[config.mk]
export PLATFORM = sky130hd
export DESIGN_NAME = esc_telemetry_frame_parser_core
export DESIGN_NICKNAME = d
export VERILOG_FILES = /design/src/hdl/escp_pkg.sv /design/src/hdl/esc_telemetry_frame_parser_core.sv /design/src/hdl/escp_engine.sv
export SDC_FILE = /design/constraint.sdc
export NUM_CORES = 2
export LEC_CHECK = 0
export ABC_AREA = 1
export BUFFER_PORTS_ARGS = -buffer_cell sky130_fd_sc_hd__buf_2
export CAP_MARGIN = 20
export CORE_AREA = 10 10 557 450
export DETAILED_ROUTE_END_ITERATION = 12
export DIE_AREA = 0 0 567 460
export PLACE_DENSITY = 0.35
export SYNTH_ARGS = -nofsm -noshare
export SYNTH_HDL_FRONTEND = slang
export SYNTH_SLANG_ARGS = --single-unit
[constraint.sdc]
create_clock -name clk_i -period 11.94 [get_ports clk_i]
set_input_delay 1.194 -clock clk_i [delete_from_list [all_inputs] [get_ports clk_i]]
set_output_delay 1.194 -clock clk_i [all_outputs]
set_load 0.01 [all_outputs]
[src/hdl/escp_pkg.sv]
// Shared constants, types and register codes of the telemetry frame parser.
package escp_pkg;

  localparam int unsigned FRAME_BYTES = 24;
  localparam logic [7:0] HDR_FIRST = 8'd155;
  localparam logic [7:0] HDR_SECOND = 8'd22;

  localparam int unsigned OFS_COUNTER = 4;
  localparam int unsigned OFS_THROTTLE = 6;
  localparam int unsigned OFS_RPM = 10;
  localparam int unsigned OFS_VOLTAGE = 12;
  localparam int unsigned OFS_CURRENT = 14;
  localparam int unsigned OFS_TEMP = 18;

  localparam int unsigned GAIN_W = 36;
  localparam int unsigned OFFS_W = 32;
  localparam int unsigned Q_W = 44;
  localparam int unsigned TEMP_W = 45;
  localparam int unsigned PROD_W = 36;
  localparam int unsigned ACC_W = 54;
  localparam int unsigned CFG_IDX_W = 3;
  localparam int unsigned TDATA_W = 240;

  typedef enum logic [CFG_IDX_W-1:0] {
    REG_VOLTAGE_GAIN   = 3'd0,
    REG_RPM_GAIN       = 3'd1,
    REG_CURRENT_GAIN   = 3'd2,
    REG_THROTTLE_GAIN  = 3'd3,
    REG_TEMP_SCALE     = 3'd4,
    REG_TEMP_OFFSET    = 3'd5,
    REG_TEMP_BITS_MASK = 3'd6,
    REG_POLE_COUNT     = 3'd7
  } escp_reg_e;

  typedef enum logic [2:0] {
    OP_RPM      = 3'd0,
    OP_VOLTAGE  = 3'd1,
    OP_CURRENT  = 3'd2,
    OP_TEMP     = 3'd3,
    OP_THROTTLE = 3'd4
  } escp_op_e;

  typedef struct packed {
    logic [GAIN_W-1:0] voltage_gain;
    logic [GAIN_W-1:0] rpm_gain;
    logic [GAIN_W-1:0] current_gain;
    logic [GAIN_W-1:0] throttle_gain;
    logic [GAIN_W-1:0] temp_scale;
    logic [OFFS_W-1:0] temp_offset;
    logic [15:0]       temp_bits_mask;
    logic [7:0]        pole_count;
  } escp_cfg_t;

  typedef struct packed {
    logic [15:0] rpm;
    logic [15:0] voltage;
    logic [15:0] current;
    logic [15:0] temp;
    logic [15:0] throttle;
  } escp_raw_t;

  typedef struct packed {
    logic [Q_W-1:0]    speed_rpm;
    logic [Q_W-1:0]    bus_voltage;
    logic [Q_W-1:0]    bus_current;
    logic [TEMP_W-1:0] temperature_k;
    logic [Q_W-1:0]    throttle_pct;
  } escp_res_t;

  typedef struct packed {
    logic start;
    logic out_free;
  } escp_ctrl_t;

  typedef struct packed {
    logic busy;
    logic done;
  } escp_stat_t;

endpackage

[src/hdl/esc_telemetry_frame_parser_core.sv]
// Top level of the telemetry frame parser: byte window, registers and result beat.
//
//  Channel   Direction  Payload
//  s_axis    in         tdata[7:0] data_byte; tuser evaluate
//  m_axis    out        tdata: frame_counter, speed_rpm, bus_voltage, bus_current,
//                       temperature_k, throttle_pct (lowest bits first)
//  cfg       in         write enable, register index, 36-bit write data
//
// A beat that does not start a decode only shifts the byte window. A beat with evaluate
// set that finds the header keeps the engine busy: the shared multiplier forms each of
// five products from a low and a high partial product, the pole divider works out the
// rpm quotient one quotient bit per cycle, and the engine then hands the result over.
// The input is not ready while the engine works; a finished result waits in the
// output register without blocking the next input beat, but a further result holds
// the engine, and the input, until that register is free.
// Reset clears the byte window, the control state and loads the register defaults.
module esc_telemetry_frame_parser_core (
  input  logic                          clk_i,
  input  logic                          rst_ni,
  input  logic                          s_axis_tvalid_i,
  output logic                          s_axis_tready_o,
  input  logic [7:0]                    s_axis_tdata_i,  // data_byte[7:0]
  input  logic                          s_axis_tuser_i,  // evaluate
  output logic                          m_axis_tvalid_o,
  input  logic                          m_axis_tready_i,
  // frame_counter[15:0], speed_rpm[59:16], bus_voltage[103:60], bus_current[147:104],
  // temperature_k[192:148], throttle_pct[236:193], zero padding[239:237]
  output logic [escp_pkg::TDATA_W-1:0]  m_axis_tdata_o,
  input  logic                          cfg_we_i,
  input  logic [escp_pkg::CFG_IDX_W-1:0] cfg_addr_i,
  input  logic [escp_pkg::GAIN_W-1:0]   cfg_wdata_i
);
  import escp_pkg::*;

  logic [FRAME_BYTES-1:0][7:0] win_q, win_d;
  escp_cfg_t                   cfg_q, cfg_d;
  logic                        out_valid_q, out_valid_d;
  logic [TDATA_W-1:0]          out_data_q, out_data_d;

  escp_ctrl_t ctrl;
  escp_stat_t stat;
  escp_raw_t  raw;
  escp_res_t  res;
  logic       in_acc;
  logic       hdr_hit;
  logic       load;
  logic [15:0] counter;

  assign s_axis_tready_o = !stat.busy;
  assign in_acc  = s_axis_tvalid_i && s_axis_tready_o;
  assign hdr_hit = (win_q[1] == HDR_FIRST) && (win_q[2] == HDR_SECOND);
  assign win_d   = in_acc ? {s_axis_tdata_i, win_q[FRAME_BYTES-1:1]} : win_q;

  always_comb begin
    cfg_d = cfg_q;
    if (cfg_we_i) begin
      unique case (escp_reg_e'(cfg_addr_i))
        REG_VOLTAGE_GAIN:   cfg_d.voltage_gain   = cfg_wdata_i;
        REG_RPM_GAIN:       cfg_d.rpm_gain       = cfg_wdata_i;
        REG_CURRENT_GAIN:   cfg_d.current_gain   = cfg_wdata_i;
        REG_THROTTLE_GAIN:  cfg_d.throttle_gain  = cfg_wdata_i;
        REG_TEMP_SCALE:     cfg_d.temp_scale     = cfg_wdata_i;
        REG_TEMP_OFFSET:    cfg_d.temp_offset    = cfg_wdata_i[OFFS_W-1:0];
        REG_TEMP_BITS_MASK: cfg_d.temp_bits_mask = cfg_wdata_i[15:0];
        REG_POLE_COUNT:     cfg_d.pole_count     = cfg_wdata_i[7:0];
        default:            cfg_d = cfg_q;
      endcase
    end
  end

  assign raw.rpm      = {win_q[OFS_RPM],      win_q[OFS_RPM+1]};
  assign raw.voltage  = {win_q[OFS_VOLTAGE],  win_q[OFS_VOLTAGE+1]};
  assign raw.current  = {win_q[OFS_CURRENT],  win_q[OFS_CURRENT+1]};
  assign raw.temp     = {win_q[OFS_TEMP],     win_q[OFS_TEMP+1]};
  assign raw.throttle = {win_q[OFS_THROTTLE], win_q[OFS_THROTTLE+1]};
  assign counter      = {win_q[OFS_COUNTER],  win_q[OFS_COUNTER+1]};

  assign ctrl.start    = in_acc && s_axis_tuser_i && hdr_hit;
  assign ctrl.out_free = !out_valid_q || m_axis_tready_i;
  assign load          = stat.done && ctrl.out_free;

  escp_engine u_engine (
    .clk_i  (clk_i),
    .rst_ni (rst_ni),
    .ctrl_i (ctrl),
    .cfg_i  (cfg_q),
    .raw_i  (raw),
    .stat_o (stat),
    .res_o  (res)
  );

  always_comb begin
    out_valid_d = out_valid_q;
    out_data_d  = out_data_q;
    if (load) begin
      out_valid_d = 1'b1;
      out_data_d  = {3'd0, res.throttle_pct, res.temperature_k, res.bus_current,
                     res.bus_voltage, res.speed_rpm, counter};
    end else if (m_axis_tready_i) begin
      out_valid_d = 1'b0;
    end
  end

  always_ff @(posedge clk_i or negedge rst_ni) begin
    if (!rst_ni) begin
      win_q                <= '0;
      cfg_q.voltage_gain   <= GAIN_W'(16777216);
      cfg_q.rpm_gain       <= GAIN_W'(16777216);
      cfg_q.current_gain   <= GAIN_W'(16777216);
      cfg_q.throttle_gain  <= GAIN_W'(16777216);
      cfg_q.temp_scale     <= GAIN_W'(16777216);
      cfg_q.temp_offset    <= '0;
      cfg_q.temp_bits_mask <= 16'hFFFF;
      cfg_q.pole_count     <= 8'd1;
      out_valid_q          <= 1'b0;
    end else begin
      win_q       <= win_d;
      cfg_q       <= cfg_d;
      out_valid_q <= out_valid_d;
    end
  end

  always_ff @(posedge clk_i) begin
    out_data_q <= out_data_d;
  end

  assign m_axis_tvalid_o = out_valid_q;
  assign m_axis_tdata_o  = out_data_q;

  a_start_idle: assert property (@(posedge clk_i) disable iff (!rst_ni)
    ctrl.start |=> stat.busy)
    else $error("engine did not start on a header beat");

  a_window_held: assert property (@(posedge clk_i) disable iff (!rst_ni)
    stat.busy |=> $stable(win_q))
    else $error("byte window moved while the engine was working");

  a_result_loaded: assert property (@(posedge clk_i) disable iff (!rst_ni)
    (stat.done && ctrl.out_free) |=> (m_axis_tvalid_o && !stat.done))
    else $error("finished result not moved into the output register");

endmodule

[src/hdl/escp_engine.sv]
// Sequenced scaling engine: one shared 17x19 multiplier and a radix-2 pole divider.
module escp_engine (
  input  logic              clk_i,
  input  logic              rst_ni,
  input  escp_pkg::escp_ctrl_t ctrl_i,
  input  escp_pkg::escp_cfg_t  cfg_i,
  input  escp_pkg::escp_raw_t  raw_i,
  output escp_pkg::escp_stat_t stat_o,
  output escp_pkg::escp_res_t  res_o
);
  import escp_pkg::*;

  localparam logic [1:0] ST_IDLE = 2'd0;
  localparam logic [1:0] ST_MUL  = 2'd1;
  localparam logic [1:0] ST_DIV  = 2'd2;
  localparam logic [1:0] ST_DONE = 2'd3;
  localparam int unsigned CNT_W = $clog2(Q_W);

  logic [1:0]              st_q, st_d;
  escp_op_e                op_q, op_d;
  logic [1:0]              phase_q, phase_d;
  logic [CNT_W-1:0]        cnt_q, cnt_d;
  logic signed [PROD_W-1:0] prod_q, prod_d;
  logic signed [ACC_W-1:0] acc_q, acc_d;
  logic [Q_W-1:0]          quo_q, quo_d;
  logic [7:0]              rem_q, rem_d;
  logic [Q_W-1:0]          volt_q, volt_d;
  logic [Q_W-1:0]          curr_q, curr_d;
  logic [TEMP_W-1:0]       temp_q, temp_d;
  logic [Q_W-1:0]          thr_q, thr_d;

  logic [15:0]             raw;
  logic [GAIN_W-1:0]       gain;
  logic                    op_signed;
  logic signed [16:0]      mul_a;
  logic signed [18:0]      mul_b;
  logic signed [PROD_W-1:0] mul_p;
  logic signed [ACC_W-1:0] prod_ext;
  logic signed [ACC_W-1:0] offs_ext;
  logic signed [ACC_W-1:0] acc_hi;
  logic signed [ACC_W-1:0] temp_round;
  logic [7:0]              divisor;
  logic [8:0]              shifted;
  logic [8:0]              diff;
  logic                    ge;

  always_comb begin
    case (op_q)
      OP_RPM: begin
        raw  = raw_i.rpm;
        gain = cfg_i.rpm_gain;
      end
      OP_VOLTAGE: begin
        raw  = raw_i.voltage;
        gain = cfg_i.voltage_gain;
      end
      OP_CURRENT: begin
        raw  = raw_i.current;
        gain = cfg_i.current_gain;
      end
      OP_TEMP: begin
        raw  = raw_i.temp & cfg_i.temp_bits_mask;
        gain = cfg_i.temp_scale;
      end
      OP_THROTTLE: begin
        raw  = raw_i.throttle;
        gain = cfg_i.throttle_gain;
      end
      default: begin
        raw  = raw_i.rpm;
        gain = cfg_i.rpm_gain;
      end
    endcase
  end

  assign op_signed = (op_q == OP_TEMP);
  assign mul_a = $signed({1'b0, raw});
  assign mul_b = (phase_q == 2'd0) ? $signed({1'b0, gain[17:0]})
                                   : $signed({op_signed & gain[GAIN_W-1], gain[GAIN_W-1:18]});
  assign mul_p = mul_a * mul_b;

  assign prod_ext = $signed({{(ACC_W-PROD_W){prod_q[PROD_W-1]}}, prod_q});
  assign offs_ext = op_signed
                  ? $signed({{(ACC_W-OFFS_W-8){cfg_i.temp_offset[OFFS_W-1]}},
                             cfg_i.temp_offset, 8'd0})
                  : '0;
  assign acc_hi = acc_q + $signed({prod_q, 18'd0});
  assign temp_round = acc_q + (acc_q[ACC_W-1] ? ACC_W'(255) : ACC_W'(0));

  assign divisor = (cfg_i.pole_count == 8'd0) ? 8'd1 : cfg_i.pole_count;
  assign shifted = {rem_q, quo_q[Q_W-1]};
  assign diff    = shifted - {1'b0, divisor};
  assign ge      = (shifted >= {1'b0, divisor});

  always_comb begin
    st_d    = st_q;
    op_d    = op_q;
    phase_d = phase_q;
    cnt_d   = cnt_q;
    prod_d  = prod_q;
    acc_d   = acc_q;
    quo_d   = quo_q;
    rem_d   = rem_q;
    volt_d  = volt_q;
    curr_d  = curr_q;
    temp_d  = temp_q;
    thr_d   = thr_q;
    unique case (st_q)
      ST_IDLE: begin
        if (ctrl_i.start) begin
          st_d    = ST_MUL;
          op_d    = OP_RPM;
          phase_d = 2'd0;
        end
      end
      ST_MUL: begin
        phase_d = phase_q + 2'd1;
        unique case (phase_q)
          2'd0: prod_d = mul_p;
          2'd1: begin
            acc_d  = prod_ext + offs_ext;
            prod_d = mul_p;
          end
          2'd2: acc_d = acc_hi;
          2'd3: begin
            case (op_q)
              OP_RPM: begin
                quo_d = acc_q[Q_W+7:8];
                rem_d = '0;
                cnt_d = '0;
                st_d  = ST_DIV;
                op_d  = OP_VOLTAGE;
              end
              OP_VOLTAGE: begin
                volt_d = acc_q[Q_W+7:8];
                op_d   = OP_CURRENT;
              end
              OP_CURRENT: begin
                curr_d = acc_q[Q_W+7:8];
                op_d   = OP_TEMP;
              end
              OP_TEMP: begin
                temp_d = temp_round[TEMP_W+7:8];
                op_d   = OP_THROTTLE;
              end
              default: begin
                thr_d = acc_q[Q_W+7:8];
                st_d  = ST_DONE;
              end
            endcase
          end
          default: phase_d = 2'd0;
        endcase
      end
      ST_DIV: begin
        quo_d = {quo_q[Q_W-2:0], ge};
        rem_d = ge ? diff[7:0] : shifted[7:0];
        cnt_d = cnt_q + CNT_W'(1);
        if (cnt_q == CNT_W'(Q_W - 1)) begin
          st_d = ST_MUL;
        end
      end
      ST_DONE: begin
        if (ctrl_i.out_free) begin
          st_d = ST_IDLE;
        end
      end
      default: st_d = ST_IDLE;
    endcase
  end

  always_ff @(posedge clk_i or negedge rst_ni) begin
    if (!rst_ni) begin
      st_q    <= ST_IDLE;
      op_q    <= OP_RPM;
      phase_q <= 2'd0;
      cnt_q   <= '0;
    end else begin
      st_q    <= st_d;
      op_q    <= op_d;
      phase_q <= phase_d;
      cnt_q   <= cnt_d;
    end
  end

  always_ff @(posedge clk_i) begin
    prod_q <= prod_d;
    acc_q  <= acc_d;
    quo_q  <= quo_d;
    rem_q  <= rem_d;
    volt_q <= volt_d;
    curr_q <= curr_d;
    temp_q <= temp_d;
    thr_q  <= thr_d;
  end

  assign stat_o.busy = (st_q != ST_IDLE);
  assign stat_o.done = (st_q == ST_DONE);

  assign res_o.speed_rpm     = quo_q;
  assign res_o.bus_voltage   = volt_q;
  assign res_o.bus_current   = curr_q;
  assign res_o.temperature_k = temp_q;
  assign res_o.throttle_pct  = thr_q;

endmodule

==> impl_metrics.py <==
metrics = {
    "clock_network": {
        "cts_hold_buf": 0,
        "post-cts-setup-buffer-count": 0,
        "insertion_delay_ps": 760,
        "cts_buffers": 111,
        "cts_root_buf": "clkbuf_16",
        "cts_tree": "done",
        "clkTransAtPathRegs_ps": 60,
        "cts_max_level": 3,
        "cts_resized": 0,
        "cts_buffer_depth": 3,
        "cts.sinks": 990,
    },
    "detailed_routing": {
        "avgViaCountPerCell": 4.31,
        "dr.pass1.iters": 7,
        "wire_per_inst_um": 20.7,
        "drc": 0,
        "ant_nets": 0,
        "wl_um": 194000,
        "drt_iter0_markers": 3086,
        "vias": 40445,
    },
    "sta": {
        "worstMarginPinSlew_ps": 1040,
        "relSlewSlack_pct": 30.7,
        "min_period_over_period_pct": 75.7,
        "timing.setup.tns_ps": 0,
        "rsz0062_at_grt": "no",
        "clock.fmax_mhz": 111,
        "fin_skew_ps": 55.9,
        "hold_viol_final": 0,
        "drv_slew": 0,
        "setup_slack_ps": 2900,
        "finalCriticalPeriod_ps": 9040,
        "setup_viol": 0,
    },
    "cells_and_area": {
        "fin_nets": 6667,
        "syn_to_final_growth_pct": 16.1,
        "n_fill_cell": 25730,
        "drive_gt1_share_pct": 9.77,
        "utilization_pct": 26.6,
    },
    "critical_path": {
        "cp.required_ps": 12400,
        "crit_buf_inv": 8,
        "max_stage_delay_ps": 540,
        "worstPathArrival_ps": 9510,
        "critPathMaxFanout": 36,
        "timing.rr.start": "u_engine.op_q[2]",
        "end_kind": "register",
        "cp_common_cell": "fa_1",
        "start_kind": "register",
        "cp_slowest_cell": "buf_4",
        "ff2ff_path_depth": 27,
        "reg2reg_slack_ps": 2900,
        "cp_top_family": "adder cells",
        "critical_path_class": "reg -> reg",
        "worstReg2RegEnd": "u_engine.prod_q[30]",
    },
    "die": {
        "die-area_mm2": 0.261,
        "rows": 161,
        "die_h_um": 460,
        "start_util_pct": 22.9,
        "core-area_mm2": 0.239,
        "ioPinCount": 295,
        "die_w_um": 567,
    },
    "global_routing": {
        "grt_use_met2_pct": 21.8,
        "grt_max_degree": 164,
        "met1_usage_pct": 21.6,
        "grt_pass1_vias": 41485,
        "track_usage_pct": 14.6,
        "gr-max-usage-layer": "met2",
        "grt_pass1_wl_um": 286000,
        "grt.overflow.total": 0,
        "antenna_found_initial": 22,
        "use_met3_pct": 2.84,
    },
    "job": {
        "drv_cap": 0,
    },
    "pwr": {
        "max-vdd-ir-drop_uv": 104,
        "total_leakage_power_uw": 0.0286,
        "p_per_area_mw_per_mm2": 149,
    },
    "synth": {
        "synthCells": 5829,
        "ys_ff_latch": 990,
        "yosysSeqAreaShare_pct": 50.3,
        "ys_warn_count": 0,
        "synth_top_area_cell": "edfxtp_1",
        "synth_commonest_cells": "nand2_1 (1721), inv_1 (848), edfxtp_1 (556)",
        "synth_top_cell_area_share_pct": 30.4,
        "synth_area_leaders": "edfxtp_1 (30%), dfrtp_1 (19%), nand2_1 (12%)",
        "yosys.cell_types.count": 55,
        "synth.most_common_cell": "nand2_1",
        "netlist_area_mm2": 0.0548,
        "yosys_most_used_dff": "edfxtp_1",
        "ys_async_sr_fraction_pct": 43.8,
        "synth_edf_count": 556,
        "synth.avg_cell_area_um2": 9.41,
    },
    "place": {
        "place_hpwl_um": 145000,
        "gp_congestion": 0.841,
        "port_buffers": 291,
        "place_ws_ps": 2900,
    },
    "worst_hold_path": {
        "hp-start": "u_engine.thr_q[12]",
        "hp-class": "reg -> reg",
        "hold_depth": 0,
        "whs_endpoint": "m_axis_tdata_o[205]",
    },
    "status": {
        "status": "completed",
    },
}
[state kept, by name (all words and copies together), names as in the netlist, 2 cells and up]
register          cells
win_q                88
u_engine.prod_q      36
u_engine.op_q         3
cfg_q               236
raw                  80
u_engine.quo_q       44
u_engine.curr_q      44
u_engine.thr_q       44
counter              16
u_engine.st_q         2
m_axis_tdata_o      237
u_engine.acc_q       54
u_engine.temp_q      45
u_engine.volt_q      44
u_engine.phase_q      2
u_engine.rem_q        8
u_engine.cnt_q        6
[metal layers]
| layer | up-vias | routed length (µm) | part of all wire, % |
|---|---|---|---|
| met4 | 0 | 4430 | 2.3 |
| met3 | 214 | 10900 | 5.6 |
| met2 | 1060 | 81400 | 42 |
| met5 | - | 0 | 0 |
| met1 | 19915 | 97600 | 50 |
| li1 | 19256 | - | - |
[worst max-delay path by stage]
stage                                to              from  slack (ps)  depth (start not counted)
floorplan             m_axis_tdata_o[0]   m_axis_tready_i        3320                          2
global placement    u_engine.prod_q[23]  u_engine.op_q[2]        2950                         26
detailed placement  u_engine.prod_q[35]  u_engine.op_q[2]        2900                         29
CTS                 u_engine.prod_q[35]  u_engine.op_q[2]        2830                         29
global route        u_engine.prod_q[35]  u_engine.op_q[2]        2190                         29
finish              u_engine.prod_q[30]  u_engine.op_q[2]        2900                         27
[stage by stage]
step                hold slack [ps]  instance area (µm²)  std cells  total power [µW]
global placement                401                60000       9179              6180
detailed placement              405                60000       9181              6180
floorplan                       400                54800       5831              5440
finish                          396                63700       9393              9470
CTS                             390                63500       9384              9660
global route                    405                63700       9390             10100
[cell usage in the layout, fill, tap and decap left out, drive strengths merged, types with 22 or more instances in the layout]
cell type,count
nor2,409
clkinv,44
xor2,67
dfrtp,412
nand2,1737
fa,310
inv,876
o21ai,456
nor3,48
a21oi,206
nand4,70
edfxtp,556
nand3,208
buf,338
o21bai,22
clkbuf,146
ha,183
dfstp,22
[kinds of logic after synthesis]
| family | count (synthesis) | synth area share [%] |
|---|---|---|
| other cells | 1 | 0.00684 |
| flops | 990 | 50.3 |
| fa+ha+maj | 493 | 15.5 |
| simple gates | 2509 | 18.6 |
| xor+xnor | 82 | 1.31 |
| compound gates | 725 | 6.97 |
| buf+inv | 1029 | 7.31 |
[power by group]
| part | switching (µW) | total [µW] | internal (µW) |
|---|---|---|---|
| combinational | 1340 | 2000 | 659 |
| clock | 1510 | 3390 | 1880 |
| sequential | 160 | 4070 | 3910 |
[area by class of cell]
class	instances	area (µm²)	area share, %
Sequential cell	990	27600	43.3
Multi-Input combinational cell	3812	23400	36.7
Tap cell	3178	3980	6.25
Inverter	868	3260	5.13
Clock buffer	146	3040	4.78
Timing Repair Buffer	338	1930	3.03
Clock inverter	57	498	0.782
Antenna cell	4	10.0	0.0157
No activity file was read; power rests on OpenSTA's default activity.
